--- src/rtl/are_pkg.sv ---
// ----------------------------------------------------------------------------
// are_pkg
// Shared constants and types of the attack/release envelope generator.
// ----------------------------------------------------------------------------
`default_nettype none

package are_pkg;

  localparam int unsigned LEVEL_BITS_DEF = 16;
  localparam int unsigned TIME_BITS_DEF  = 16;

  // Width of the phase code on the result beat
  localparam int unsigned PHASE_W = 2;

  typedef enum logic [PHASE_W-1:0] {
    PH_QUIET   = 2'd0,
    PH_ATTACK  = 2'd1,
    PH_RELEASE = 2'd2
  } are_phase_e;

endpackage : are_pkg

`default_nettype wire

--- src/rtl/are_in_if.sv ---
// ----------------------------------------------------------------------------
// are_in_if
// Input channel: tick or trigger beat with attack and release times.
// ----------------------------------------------------------------------------
`default_nettype none

interface are_in_if #(
  parameter int unsigned TIME_BITS = are_pkg::TIME_BITS_DEF
) ();

  logic                 valid;
  logic                 ready;
  logic                 mode;
  logic [TIME_BITS-1:0] attack_ms;
  logic [TIME_BITS-1:0] release_ms;

  modport source (output valid, output mode, output attack_ms, output release_ms,
                  input ready);
  modport sink   (input valid, input mode, input attack_ms, input release_ms,
                  output ready);

endinterface : are_in_if

`default_nettype wire

--- src/rtl/are_out_if.sv ---
// ----------------------------------------------------------------------------
// are_out_if
// Result channel: envelope level and phase after each input beat.
// ----------------------------------------------------------------------------
`default_nettype none

interface are_out_if #(
  parameter int unsigned LEVEL_BITS = are_pkg::LEVEL_BITS_DEF
) ();

  import are_pkg::*;

  logic                  valid;
  logic                  ready;
  logic [LEVEL_BITS-1:0] level;
  logic [PHASE_W-1:0]    phase;

  modport source (output valid, output level, output phase, input ready);
  modport sink   (input valid, input level, input phase, output ready);

endinterface : are_out_if

`default_nettype wire

--- src/rtl/are_muldiv.sv ---
// ----------------------------------------------------------------------------
// are_muldiv
// Bit-serial floor(a * e / d): shift-add multiply, then restoring divide.
// ----------------------------------------------------------------------------
`default_nettype none

module are_muldiv #(
  parameter int unsigned LEVEL_BITS = are_pkg::LEVEL_BITS_DEF,
  parameter int unsigned TIME_BITS  = are_pkg::TIME_BITS_DEF
) (
  input  wire logic                  clk_i,
  input  wire logic                  rst_ni,
  input  wire logic                  start_i,
  input  wire logic [LEVEL_BITS-1:0] a_i,
  input  wire logic [TIME_BITS:0]    e_i,
  input  wire logic [TIME_BITS-1:0]  d_i,
  output logic                       done_o,
  output logic [LEVEL_BITS-1:0]      quo_o
);

  import are_pkg::*;

  localparam int unsigned PW   = LEVEL_BITS + TIME_BITS + 1;
  localparam int unsigned CMAX = (TIME_BITS + 1 > LEVEL_BITS) ? TIME_BITS + 1 : LEVEL_BITS;
  localparam int unsigned CW   = $clog2(CMAX + 1);

  typedef enum logic [2:0] {
    MD_IDLE = 3'b001,
    MD_MUL  = 3'b010,
    MD_DIV  = 3'b100
  } md_state_e;

  md_state_e state_q, state_d;
  logic [CW-1:0] cnt_q, cnt_d;
  logic          done_q, done_d;

  logic [LEVEL_BITS-1:0] a_q, a_d;
  logic [TIME_BITS:0]    e_q, e_d;
  logic [TIME_BITS-1:0]  d_q, d_d;
  logic [PW-1:0]         prod_q, prod_d;
  logic [TIME_BITS-1:0]  rem_q, rem_d;
  logic [LEVEL_BITS-1:0] quo_q, quo_d;

  logic [LEVEL_BITS:0]   mul_sum;
  logic [PW-1:0]         prod_mul;
  logic [TIME_BITS:0]    rem_sh;
  logic [TIME_BITS:0]    rem_sub;
  logic                  ge;
  logic                  last;

  assign last     = (cnt_q == CW'(1));
  // accumulate into the top, shift the product right by one each step
  assign mul_sum  = {1'b0, prod_q[PW-1:TIME_BITS+1]} + {1'b0, (e_q[0] ? a_q : '0)};
  assign prod_mul = {mul_sum, prod_q[TIME_BITS:1]};
  // restoring divide step on the low product bits, MSB first
  assign rem_sh   = {rem_q, prod_q[LEVEL_BITS-1]};
  assign rem_sub  = rem_sh - {1'b0, d_q};
  assign ge       = (rem_sh >= {1'b0, d_q});

  always_comb begin
    state_d = state_q;
    cnt_d   = cnt_q;
    done_d  = 1'b0;
    a_d     = a_q;
    e_d     = e_q;
    d_d     = d_q;
    prod_d  = prod_q;
    rem_d   = rem_q;
    quo_d   = quo_q;
    unique case (state_q)
      MD_IDLE: begin
        if (start_i) begin
          a_d     = a_i;
          e_d     = e_i;
          d_d     = d_i;
          prod_d  = '0;
          cnt_d   = CW'(TIME_BITS + 1);
          state_d = MD_MUL;
        end
      end
      MD_MUL: begin
        prod_d = prod_mul;
        e_d    = e_q >> 1;
        cnt_d  = cnt_q - CW'(1);
        if (last) begin
          // high part of a*e is below d, so it seeds the remainder
          rem_d   = prod_mul[PW-2:LEVEL_BITS];
          cnt_d   = CW'(LEVEL_BITS);
          state_d = MD_DIV;
        end
      end
      MD_DIV: begin
        prod_d = prod_q << 1;
        rem_d  = ge ? rem_sub[TIME_BITS-1:0] : rem_sh[TIME_BITS-1:0];
        quo_d  = {quo_q[LEVEL_BITS-2:0], ge};
        cnt_d  = cnt_q - CW'(1);
        if (last) begin
          done_d  = 1'b1;
          state_d = MD_IDLE;
        end
      end
      default: state_d = MD_IDLE;
    endcase
  end

  always_ff @(posedge clk_i or negedge rst_ni) begin
    if (!rst_ni) begin
      state_q <= MD_IDLE;
      cnt_q   <= '0;
      done_q  <= 1'b0;
    end else begin
      state_q <= state_d;
      cnt_q   <= cnt_d;
      done_q  <= done_d;
    end
  end

  always_ff @(posedge clk_i) begin
    a_q    <= a_d;
    e_q    <= e_d;
    d_q    <= d_d;
    prod_q <= prod_d;
    rem_q  <= rem_d;
    quo_q  <= quo_d;
  end

  assign done_o = done_q;
  assign quo_o  = quo_q;

endmodule : are_muldiv

`default_nettype wire

--- src/rtl/attack_release_envelope.sv ---
// ----------------------------------------------------------------------------
// attack_release_envelope
// Linear attack/release envelope generator for LED brightness.
// ----------------------------------------------------------------------------
// Every input beat is either a one-millisecond tick (mode 0) or a trigger
// (mode 1) carrying attack and release times in ticks; zero times count as
// one tick. Each input beat yields exactly one result beat with the level
// (all ones = full brightness) and phase after that beat. A trigger below
// full level restarts the attack from the current level; at full level it
// only latches the new release time. Beats that need no ramp arithmetic
// (triggers, quiet ticks, end of a ramp) go from accept straight to the
// push state and from there into the result register. A tick inside a ramp
// first waits in the busy state for the bit-serial multiply (TIME_BITS + 1
// steps) and restoring divide (LEVEL_BITS steps) in are_muldiv, which the
// accept starts; the busy state picks up its result and moves to the push
// state. A result still waiting in the output register holds back the push.
// One beat is worked at a time; input ready is high whenever the block is
// idle, even while a result waits in the output register.
// ----------------------------------------------------------------------------
`default_nettype none

module attack_release_envelope #(
  parameter int unsigned LEVEL_BITS = are_pkg::LEVEL_BITS_DEF,
  parameter int unsigned TIME_BITS  = are_pkg::TIME_BITS_DEF
) (
  input  wire logic clk_i,
  input  wire logic rst_ni,
  are_in_if.sink    in_i,
  are_out_if.source out_o
);

  import are_pkg::*;

  localparam logic [LEVEL_BITS-1:0] FULL_LEVEL  = '1;
  localparam logic [TIME_BITS:0]    ELAPSED_MAX = '1;

  typedef enum logic [2:0] {
    ST_IDLE = 3'b001,
    ST_BUSY = 3'b010,
    ST_PUSH = 3'b100
  } are_state_e;

  are_state_e state_q, state_d;

  // envelope state
  are_phase_e            phase_q, phase_d;
  logic [LEVEL_BITS-1:0] level_q, level_d;
  logic [LEVEL_BITS-1:0] start_q, start_d;
  logic [TIME_BITS:0]    elapsed_q, elapsed_d;
  logic [TIME_BITS-1:0]  dur_q, dur_d;
  logic [TIME_BITS-1:0]  rel_q, rel_d;

  // output register
  logic                  ovalid_q, ovalid_d;
  logic [LEVEL_BITS-1:0] olevel_q, olevel_d;
  logic [PHASE_W-1:0]    ophase_q, ophase_d;

  logic                  accept;
  logic                  slot_free;
  logic [TIME_BITS:0]    el_inc;
  logic [TIME_BITS-1:0]  d_eff;
  logic [TIME_BITS-1:0]  atk_clamp;
  logic [TIME_BITS-1:0]  rel_clamp;
  logic [TIME_BITS-1:0]  relq_clamp;
  logic                  ramp_over;

  logic                  md_start;
  logic [LEVEL_BITS-1:0] md_a;
  logic                  md_done;
  logic [LEVEL_BITS-1:0] md_quo;

  assign accept    = in_i.valid & in_i.ready;
  assign slot_free = ~ovalid_q | out_o.ready;

  assign el_inc     = (elapsed_q == ELAPSED_MAX) ? elapsed_q : elapsed_q + 1'b1;
  assign d_eff      = (dur_q == '0) ? TIME_BITS'(1) : dur_q;
  assign atk_clamp  = (in_i.attack_ms == '0) ? TIME_BITS'(1) : in_i.attack_ms;
  assign rel_clamp  = (in_i.release_ms == '0) ? TIME_BITS'(1) : in_i.release_ms;
  assign relq_clamp = (rel_q == '0) ? TIME_BITS'(1) : rel_q;
  assign ramp_over  = (el_inc > {1'b0, d_eff});

  // attack ramps the gap to full, release ramps the start level down
  assign md_a = (phase_q == PH_ATTACK) ? FULL_LEVEL - start_q : start_q;

  always_comb begin
    state_d   = state_q;
    phase_d   = phase_q;
    level_d   = level_q;
    start_d   = start_q;
    elapsed_d = elapsed_q;
    dur_d     = dur_q;
    rel_d     = rel_q;
    md_start  = 1'b0;
    ovalid_d  = ovalid_q & ~out_o.ready;
    olevel_d  = olevel_q;
    ophase_d  = ophase_q;

    unique case (state_q)
      ST_IDLE: begin
        if (accept) begin
          state_d = ST_PUSH;
          if (in_i.mode) begin
            rel_d = rel_clamp;
            if (level_q != FULL_LEVEL) begin
              dur_d     = atk_clamp;
              start_d   = level_q;
              elapsed_d = '0;
              phase_d   = PH_ATTACK;
            end
          end else begin
            elapsed_d = el_inc;
            case (phase_q)
              PH_ATTACK: begin
                if (ramp_over) begin
                  level_d   = FULL_LEVEL;
                  start_d   = FULL_LEVEL;
                  elapsed_d = '0;
                  dur_d     = relq_clamp;
                  phase_d   = PH_RELEASE;
                end else begin
                  md_start = 1'b1;
                  state_d  = ST_BUSY;
                end
              end
              PH_RELEASE: begin
                if (ramp_over) begin
                  level_d = '0;
                  start_d = '0;
                  phase_d = PH_QUIET;
                end else begin
                  md_start = 1'b1;
                  state_d  = ST_BUSY;
                end
              end
              default: phase_d = PH_QUIET;
            endcase
          end
        end
      end
      ST_BUSY: begin
        if (md_done) begin
          level_d = (phase_q == PH_ATTACK) ? start_q + md_quo : start_q - md_quo;
          state_d = ST_PUSH;
        end
      end
      ST_PUSH: begin
        if (slot_free) begin
          ovalid_d = 1'b1;
          olevel_d = level_q;
          ophase_d = phase_q;
          state_d  = ST_IDLE;
        end
      end
      default: state_d = ST_IDLE;
    endcase
  end

  always_ff @(posedge clk_i or negedge rst_ni) begin
    if (!rst_ni) begin
      state_q   <= ST_IDLE;
      phase_q   <= PH_QUIET;
      level_q   <= '0;
      start_q   <= '0;
      elapsed_q <= '0;
      dur_q     <= '0;
      rel_q     <= '0;
      ovalid_q  <= 1'b0;
    end else begin
      state_q   <= state_d;
      phase_q   <= phase_d;
      level_q   <= level_d;
      start_q   <= start_d;
      elapsed_q <= elapsed_d;
      dur_q     <= dur_d;
      rel_q     <= rel_d;
      ovalid_q  <= ovalid_d;
    end
  end

  always_ff @(posedge clk_i) begin
    olevel_q <= olevel_d;
    ophase_q <= ophase_d;
  end

  are_muldiv #(
    .LEVEL_BITS (LEVEL_BITS),
    .TIME_BITS  (TIME_BITS)
  ) u_muldiv (
    .clk_i   (clk_i),
    .rst_ni  (rst_ni),
    .start_i (md_start),
    .a_i     (md_a),
    .e_i     (el_inc),
    .d_i     (d_eff),
    .done_o  (md_done),
    .quo_o   (md_quo)
  );

  assign in_i.ready  = (state_q == ST_IDLE);
  assign out_o.valid = ovalid_q;
  assign out_o.level = olevel_q;
  assign out_o.phase = ophase_q;

  // the serial unit only finishes while a ramp beat is outstanding
  a_done_busy: assert property (@(posedge clk_i) disable iff (!rst_ni)
    md_done |-> (state_q == ST_BUSY))
    else $error("muldiv done outside busy state");

  // a trigger below full level always starts a fresh attack
  a_trig_attack: assert property (@(posedge clk_i) disable iff (!rst_ni)
    (accept && in_i.mode && (level_q != FULL_LEVEL))
      |=> (phase_q == PH_ATTACK) && (elapsed_q == '0) && (dur_q != '0))
    else $error("trigger did not start attack");

  // a pushed result lands in the output register on the next edge
  a_push_out: assert property (@(posedge clk_i) disable iff (!rst_ni)
    (state_q == ST_PUSH && slot_free)
      |=> out_o.valid && (out_o.level == $past(level_q)) && in_i.ready)
    else $error("result push lost");

endmodule : attack_release_envelope

`default_nettype wire

--- src/flat_wrapper.sv ---
// flat-port wrapper written by rule: the top's interface ports become plain ports
module attack_release_envelope_flat import are_pkg::*;
#(
  parameter int unsigned LEVEL_BITS = are_pkg::LEVEL_BITS_DEF,
  parameter int unsigned TIME_BITS  = are_pkg::TIME_BITS_DEF
)
  (clk_i, rst_ni, in_i_valid, in_i_mode, in_i_attack_ms, in_i_release_ms, in_i_ready, out_o_valid, out_o_level, out_o_phase, out_o_ready);
  are_in_if #(.TIME_BITS(TIME_BITS)) in_i_i ();
  are_out_if #(.LEVEL_BITS(LEVEL_BITS)) out_o_i ();
  input  wire logic clk_i;
  input  wire logic rst_ni;
  input wire logic [$bits(in_i_i.valid)-1:0] in_i_valid;
  input wire logic [$bits(in_i_i.mode)-1:0] in_i_mode;
  input wire logic [$bits(in_i_i.attack_ms)-1:0] in_i_attack_ms;
  input wire logic [$bits(in_i_i.release_ms)-1:0] in_i_release_ms;
  output wire logic [$bits(in_i_i.ready)-1:0] in_i_ready;
  output wire logic [$bits(out_o_i.valid)-1:0] out_o_valid;
  output wire logic [$bits(out_o_i.level)-1:0] out_o_level;
  output wire logic [$bits(out_o_i.phase)-1:0] out_o_phase;
  input wire logic [$bits(out_o_i.ready)-1:0] out_o_ready;
  assign in_i_i.valid = in_i_valid;
  assign in_i_i.mode = in_i_mode;
  assign in_i_i.attack_ms = in_i_attack_ms;
  assign in_i_i.release_ms = in_i_release_ms;
  assign in_i_ready = in_i_i.ready;
  assign out_o_valid = out_o_i.valid;
  assign out_o_level = out_o_i.level;
  assign out_o_phase = out_o_i.phase;
  assign out_o_i.ready = out_o_ready;
  attack_release_envelope #(.LEVEL_BITS(LEVEL_BITS), .TIME_BITS(TIME_BITS)) u_core (.clk_i(clk_i), .rst_ni(rst_ni), .in_i(in_i_i), .out_o(out_o_i));
endmodule
--- config.mk ---
export PLATFORM = sky130hd
export DESIGN_NAME = attack_release_envelope_flat
export DESIGN_NICKNAME = d
export VERILOG_FILES = /design/src/rtl/are_pkg.sv /design/src/rtl/are_in_if.sv /design/src/rtl/are_out_if.sv /design/src/rtl/are_muldiv.sv /design/src/rtl/attack_release_envelope.sv /design/src/flat_wrapper.sv
export SDC_FILE = /design/constraint.sdc
export NUM_CORES = 1
export LEC_CHECK = 0
export ABC_CLOCK_PERIOD_IN_PS = 6850
export BUFFER_PORTS_ARGS = -buffer_cell sky130_fd_sc_hd__buf_4
export CAP_MARGIN = 20
export CORE_UTILIZATION = 55
export DETAILED_ROUTE_END_ITERATION = 16
export PLACE_DENSITY = 0.72
export SLEW_MARGIN = 20
export SYNTH_ARGS = -nofsm -noshare
export SYNTH_HDL_FRONTEND = slang
export SYNTH_SLANG_ARGS = --single-unit
--- constraint.sdc ---
create_clock -name clk_i -period 6.85 [get_ports clk_i]
set_clock_uncertainty 0.15 [all_clocks]
set_input_delay 0.3425 -clock clk_i [delete_from_list [all_inputs] [get_ports clk_i]]
set_output_delay 0.3425 -clock clk_i [all_outputs]
set_load 0.02 [all_outputs]
Word-level counts from Yosys, hierarchy flattened

Cells that the tools add are included.

Latch bits: 0
RAM bits: 0
Logic and storage cells: 142
Flip-flop bits (word level): 228
Memory bits (read-only): 0
Output and inout port bits: 20
Input bits: 37
Memories: 0

Shift operators: 0
Div/mod/pow operators: 0
$mul: 0
Bitwise gates (word level): 5
Muxes and demuxes: 60
Reduce and logical (&&, ||, !) cells: 25
Add/sub/neg operators: 7
Equal/unequal tests: 24
Magnitude comparators: 2

Operators with widths:

| kind                   | count |
|---|---|
| $mux 16                | 20 |
| $mux 17                | 6 |
| $pmux 33 s3            | 1 |
| $pmux 16 s2            | 3 |
| $logic_not 16->1       | 4 |
| $pmux 17 s2            | 1 |
| $mux 33                | 1 |
| $sub 16x16->16         | 2 |
| $mux 3                 | 9 |
| $pmux 3 s3             | 2 |
| $add 16x16->17         | 1 |
| $add 17x1->17 const B  | 1 |
| $eq 17x17->1 const B   | 1 |
| $ge 17x16->1           | 1 |
| $gt 17x16->1           | 1 |
| $add 16x16->16         | 1 |
| $ne 16x16->1 const B   | 1 |
| $sub 16x16->16 const A | 1 |
| $pmux 5 s3             | 1 |
| $reduce_and 3->1       | 4 |
| $mux 5                 | 2 |
| $ne 2x2->1 const B     | 5 |
| $reduce_and 2->1       | 5 |
| $reduce_and 5->1       | 2 |
| 21 further kinds       | 47 |

Logic depth before layout (Yosys ltp)

Word-level depth: 10
Mapped depth: 19

Cells and area by module

From an unflattened synthesis, not the netlist that was laid out.

Cells, all modules: 1250
Area total of the unflattened synthesis: 13098.8 um^2

By module, submodules not included:

| module                  | seq. area each (um^2) | instances | area an instance (um^2) | cells an instance |
|---|---|---|---|---|
| attack_release_envelope | 2718.9                | 1         | 6620.1                  | 687 |
| are_muldiv              | 3649.8                | 1         | 6478.7                  | 563 |

Worst setup path after synthesis

Ideal clock, no wire load.

Path kind: flip-flop to flip-flop
Start point: reg u_core.elapsed_q[6]
End point: reg u_core.u_muldiv.prod_q[0], enable pin
Path slack: 2084 ps
Arrival time: 4220 ps
Stages on the path, launching flop included: 17
Data required time: 6303 ps
Buffers on the path: 2
Path through: dfrtp_1 and4_4 and3_4 buf_6 a31oi_1 and2_1 nand3_1 xnor2_1 ha_1 nand3_1 nor2_1 o41ai_1 nand4_1 and2_4 buf_6 or4_4 nand3_1

Cells in the longest elaborated chain, start to end: 10
Elaborated cells between the ends (all ways): 11
Those cells by class: add/sub (1); order compare (1); eq/ne (2); mux (6); reduce/logical (1)

Ends and longest elaborated chain:

| element                                              | RTL line                                                       | source |
|---|---|---|
| start, declared                                      | attack_release_envelope.sv:49                                  | `logic [TIME_BITS:0] elapsed_q, elapsed_d;` |
| start signal, assigned                               | attack_release_envelope.sv:173                                 | `elapsed_q <= elapsed_d;` |
| $add 17x1->17 / $eq 17x17->1 (equally long branches) | attack_release_envelope.sv:75                                  | `assign el_inc = (elapsed_q == ELAPSED_MAX) ? elapsed_q : elapsed_q + 1'b1;` |
| $mux 17 (*)                                          | attack_release_envelope.sv:75                                  |  |
| $gt 17x16->1 (*)                                     | attack_release_envelope.sv:80                                  | `assign ramp_over = (el_inc > {1'b0, d_eff});` |
| $mux 1 (*)                                           | attack_release_envelope.sv:114, attack_release_envelope.sv:126 |  |
| $mux 1 (*)                                           | n/a                                                            |  |
| $mux 1 (*)                                           | attack_release_envelope.sv:102                                 | `if (in_i.mode) begin` |
| $mux 1 (*)                                           | attack_release_envelope.sv:100                                 | `if (accept) begin` |
| $mux 1 (*)                                           | attack_release_envelope.sv:98                                  | `unique case (state_q)` |
| $ne 2x1->1 (no source line) (*)                      | n/a                                                            |  |
| $reduce_and 2->1 (no source line) (*)                | n/a                                                            |  |
| end signal, assigned                                 | are_muldiv.sv:122                                              | `prod_q <= prod_d;` |
| end, declared                                        | are_muldiv.sv:40                                               | `logic [PW-1:0] prod_q, prod_d;` |

Every way passes the cells marked *; elsewhere a longest branch is shown, timed or not.
A chain may end at the register's enable or synchronous reset.

Final worst setup path

Start point: reg u_core.elapsed_q[0]
End point: reg u_core.u_muldiv.e_q[8], enable pin

Cells in the longest elaborated chain, start to end: 10
Elaborated cells between the ends (all ways): 11
Those cells by class: add/sub (1); order compare (1); eq/ne (2); mux (6); reduce/logical (1)

Ends and longest elaborated chain:

| element                                              | RTL line                                                       | source |
|---|---|---|
| $add 17x1->17 / $eq 17x17->1 (equally long branches) | attack_release_envelope.sv:75                                  |  |
| $mux 17 (*)                                          | attack_release_envelope.sv:75                                  |  |
| $gt 17x16->1 (*)                                     | attack_release_envelope.sv:80                                  |  |
| $mux 1 (*)                                           | attack_release_envelope.sv:114, attack_release_envelope.sv:126 |  |
| $mux 1 (*)                                           | n/a                                                            |  |
| $mux 1 (*)                                           | attack_release_envelope.sv:102                                 |  |
| $mux 1 (*)                                           | attack_release_envelope.sv:100                                 |  |
| $mux 1 (*)                                           | attack_release_envelope.sv:98                                  |  |
| $ne 2x1->1 (no source line) (*)                      | n/a                                                            |  |
| $reduce_and 2->1 (no source line) (*)                | n/a                                                            |  |
| end signal, assigned                                 | are_muldiv.sv:120                                              | `e_q <= e_d;` |
| end, declared                                        | are_muldiv.sv:38                                               | `logic [TIME_BITS:0] e_q, e_d;` |

Marks and branches as above.

==> metrics.md <==
| Metric | Value |
|---|---|
| Outcome | `finished, final reports clean` |
| Register area share after synthesis | `50.1%` |
| CTS tree | `done` |
| Worst-Skew Late Latency | `0.54 ns` |
| Pre-CTS WS | `1.98 ns` |
| Layout area overhead | `14.3%` |
| Leakage | `approximately 6.0 nW` |
| CTS Buffer Depth | `3` |
| Endpoints failing setup | `0` |
| #FFs+latches synth | `approximately 230` |
| Worst R2R Setup Slack | `1.92 ns` |
| Initial antenna violation count | `0` |
| IO Count | `57` |
| Critical path destination | `u_core.u_muldiv.e_q[8]$_DFFE_PP_` |
| Drc violations | `0` |
| Syn nets | `1,300` |
| Largest family of logic cells by synthesized area | `compound AO/OA/AOI/OAI gates` |
| Largest register by flop count | `u_core.u_muldiv.prod_q` |
| Crit. End Element | `register` |
| Power per Cell Area | `around 390 mW/mm2` |
| Core Rows | `55` |
| Total Wirelength | `28,400 um` |
| Cell mode on critical path | `nand3_1` |
| CP max stage delay | `0.61 ns` |
| Routability cong. | `0.906` |
| Final worst slack | `1.92 ns` |
| Diodes inserted | `0` |
| CTS clock-pin slew for the worst setup and hold paths | `0.06 ns` |
| Post-synthesis adder-cell area fraction | `7.27%` |
| Compound-gate portion of the synthesized area | `14.1%` |
| CP startpoint kind | `register` |
| Max Slew Vio Count | `0` |
| Register area | `0.00637 mm2` |
| Synth warnings | `0` |
| Setup TNS Final | `0 ns` |
| Post-synthesis mux area share | `6.48%` |
| DIE HEIGHT | `around 150 um` |
| Slowest cell on the critical path | `nand2_1` |
| Fraction of layout cells with a size suffix above 1 | `12.8%` |
| Vias | `9,069` |
| Core area | `0.0226 mm2` |
| Hold Fails Final Rpt | `0` |
| Worst-path maximum fanout | `19` |
| MaxCap Viol Count | `0` |
| DRT iter0 DRCs | `522` |
| CTS H-tree depth | `1` |
| Post-detailed-route count of antenna-violating nets | `0` |
| Yosys cell types | `65` |
| Req. time, crit path | `~6.9 ns` |
| Largest registers | `u_core.u_muldiv.prod_q x33, u_core.elapsed_q x17, u_core.u_muldiv.e_q x17` |
| Root Driver | `clkbuf_16` |
| Gr ovfl total | `0` |
| Crit-path cells | `ha_1 -> nand3_1 -> nor3_2 -> a31oi_1 -> and2_1 -> nand3_1 -> xnor2_1 -> ha_1 -> nand3_1 -> nor2_1 -> o41ai_1 -> nand4_1 -> and2_4 -> or4_4 -> nand2_1` |
| Layout Nets | `about 1,400` |
| IO buf count | `56` |
| Avg Inst Size Synth | `~11 um2` |
| Max reg flops | `33` |
| Hpwl dp | `19,600 um` |
| Async set-reset flop share out of synthesis | `42.1%` |
| RSZ-0062 raised after global routing | `no` |
| VDD IR-drop max | `0.000269 V` |
| Clk sink count | `228` |
| Post_cts resized | `0` |
| Most used DFF post-synth | `edfxtp_1` |
| Worst EP arrival | `slightly below 5 ns` |
| Multi-input logic area | `about 0.0058 mm2` |
| FF-to-FF End | `u_core.u_muldiv.e_q[8]$_DFFE_PP_` |
| Drt first pass iters | `5` |
| CP Class | `register to register` |
| Starting density of the core | `56.1%` |
| Worst Setup SP | `u_core.elapsed_q[0]$_DFFE_PN0P_` |
| Reg2Reg Depth | `15` |
| Via density | `between 5 and 6` |
| Largest net degree at the start of global routing | `67` |
| Number of global-route vias before repair | `8,987` |
| Hold WS | `approximately 0.009 ns` |
| First-pass GRT wire length | `between 40,000 and 50,000 um` |
| Gr usage total | `24.9%` |
| Cts bufs inserted | `25` |
| Wire per inst | `18.2 um` |
| Tcrit/Tclk final | `~70%` |
| Simple-Gate Fraction of Synth Area | `around an eighth` |
| F_max | `0.203 GHz` |
| Die width | `154 um` |
| Post-synthesis xor/xnor area fraction | `5.66%` |
| Slew headroom | `approximately 30%` |
| Fillers | `1,740` |
| Worst r2r src | `u_core.elapsed_q[0]$_DFFE_PN0P_` |
| Postcts setup bufs | `0` |
| Die area | `0.0237 mm2` |
| Number of enable flip-flop cells after synthesis | `132` |
| Minimum clock period | `between 4 and 5 ns` |
| Actual slew at the worst max-slew pin | `~1.0 ns` |
| Hold WC Path Type | `primary input to register` |
| Mapped Cells | `1,191` |
| Post-synth design cell area | `0.0127 mm2` |
layout make-up:
cell class | count | area share, %
clock buffers | 30 | 4.80
clock inverters | 16 | 1.22
inverters | 79 | 2.04
multi-input cells | 828 | 40.0
flip-flops and latches | 228 | 43.9
well taps | 285 | 2.46
repair buffers | 97 | 5.64
power breakdown:
group	leakage, nW	total (mW)	internal (mW)	switching [mW]
Sequential	2.33	2.22	1.89	0.335
Clock	0.436	1.41	0.846	0.565
Combinational	3.27	2.04	0.876	1.16
Total	6.04	5.67	3.61	2.06
metal layers:
layer | vias to the layer above | share of wire (%) | GRT usage, % | wire length (um)
li1 | 4441 | - | - | -
met1 | 4355 | 48 | 36.5 | 13600
met2 | 242 | 45 | 39.7 | 12800
met3 | 31 | 5.0 | 2.96 | 1430
met4 | 0 | 1.8 | 5.43 | 501
met5 | - | 0 | 0 | 0
metrics by stage:
step | area (um2) | total power [mW] | util (%) | cells
after floorplan | 12700 | 3.69 | - | 1191
after global placement | 13300 | 4.19 | 58.7 | 1483
after detailed placement | 13300 | 4.22 | 58.7 | 1483
after CTS | 14500 | 5.67 | 64.0 | 1562
after global routing | 14500 | 6.03 | 64.1 | 1563
final | 14500 | 5.67 | 64.1 | 1563
worst min path at each step:
stage / endpoint / slack (ns) / from / cells past startpoint
2_1_floorplan: u_core.dur_q[0]$_DFFE_PN0P_ / -0.10 / rst_ni / 0
4_1_cts: u_core.dur_q[6]$_DFFE_PN0P_ / 0.0009 / in_i_attack_ms[6] / 3
3_5_place_dp: u_core.u_muldiv.cnt_q[4]$_DFFE_PN0P_ / 0.18 / rst_ni / 1
3_3_place_gp: u_core.u_muldiv.state_q[1]$_DFFE_PN0P_ / 0.18 / rst_ni / 1
5_1_grt: u_core.dur_q[6]$_DFFE_PN0P_ / 0.04 / in_i_attack_ms[6] / 3
6_report: u_core.dur_q[6]$_DFFE_PN0P_ / 0.009 / in_i_attack_ms[6] / 3
Yosys cell counts, drive strengths merged (8+ instances only):
master	number	area share (%)
mux2	42	3.7
clkbuf	48	1.4
inv	79	2.3
nor3	20	0.83
a21oi	91	3.8
edfxtp	132	31
dfrtp	94	19
o21ai	60	2.5
nand2	81	2.4
o21a	14	0.83
nand2b	9	0.44
mux2i	35	2.8
a31oi	9	0.44
buf	8	0.45
nor2b	11	0.54
a21o	9	0.53
and2	23	1.2
nand4	12	0.59
a22o	39	2.7
xor2	45	3.1
a211oi	10	0.59
nor2	100	3.0
xnor2	37	2.6
nand3	26	1.0
ha	69	6.8
nor4	18	0.89
what timing repair did:
| item | CTS | global route |
|---|---|---|
| hold endpoints to repair | 62 | 0 |
| hold buffers | 33 | 0 |
| setup endpoints to repair | 0 | 0 |
worst max-delay path: cells and delay by family (launching register included):
family	cells	cell delay, ns
xor gates and xnor gates	1	0.27
and+or+nand+nor	10	2.36
DFF	1	0.43
adders and majority gates	2	0.56
AOI/OAI and AO/OA	2	0.75
cells in the final DEF (no fill, tap or decap), types with 4 or more instances in the layout:
cell,n
edfxtp_1,132
nor2_1,98
dfrtp_1,94
a21oi_1,89
nand2_1,81
inv_1,76
ha_1,69
buf_4,63
o21ai_0,58
xor2_1,45
mux2_2,41
a22o_1,39
xnor2_1,37
mux2i_1,35
dlygate4sd3_1,33
clkbuf_16,27
nand3_1,26
and2_1,22
nor3_1,19
nor4_1,18
o21a_1,14
nand4_1,12
nor2b_1,11
a211oi_1,10
a31oi_1,9
a21o_1,9
nand2b_1,9
o21bai_1,7
o31ai_1,7
clkinv_2,6
and3_1,5
or3_1,5
clkinv_1,4
a311oi_1,4
o22ai_1,4
cell families (layout without fill, tap and decap cells):
| group | Yosys count | count (layout) |
|---|---|---|
| compound gates | 275 | 275 |
| fa+ha+maj | 72 | 72 |
| mux | 77 | 77 |
| simple gates | 322 | 322 |
| xor+xnor | 82 | 82 |
| flops | 228 | 228 |
| buf+inv | 135 | 222 |
Power figures use the tool's default switching activity.
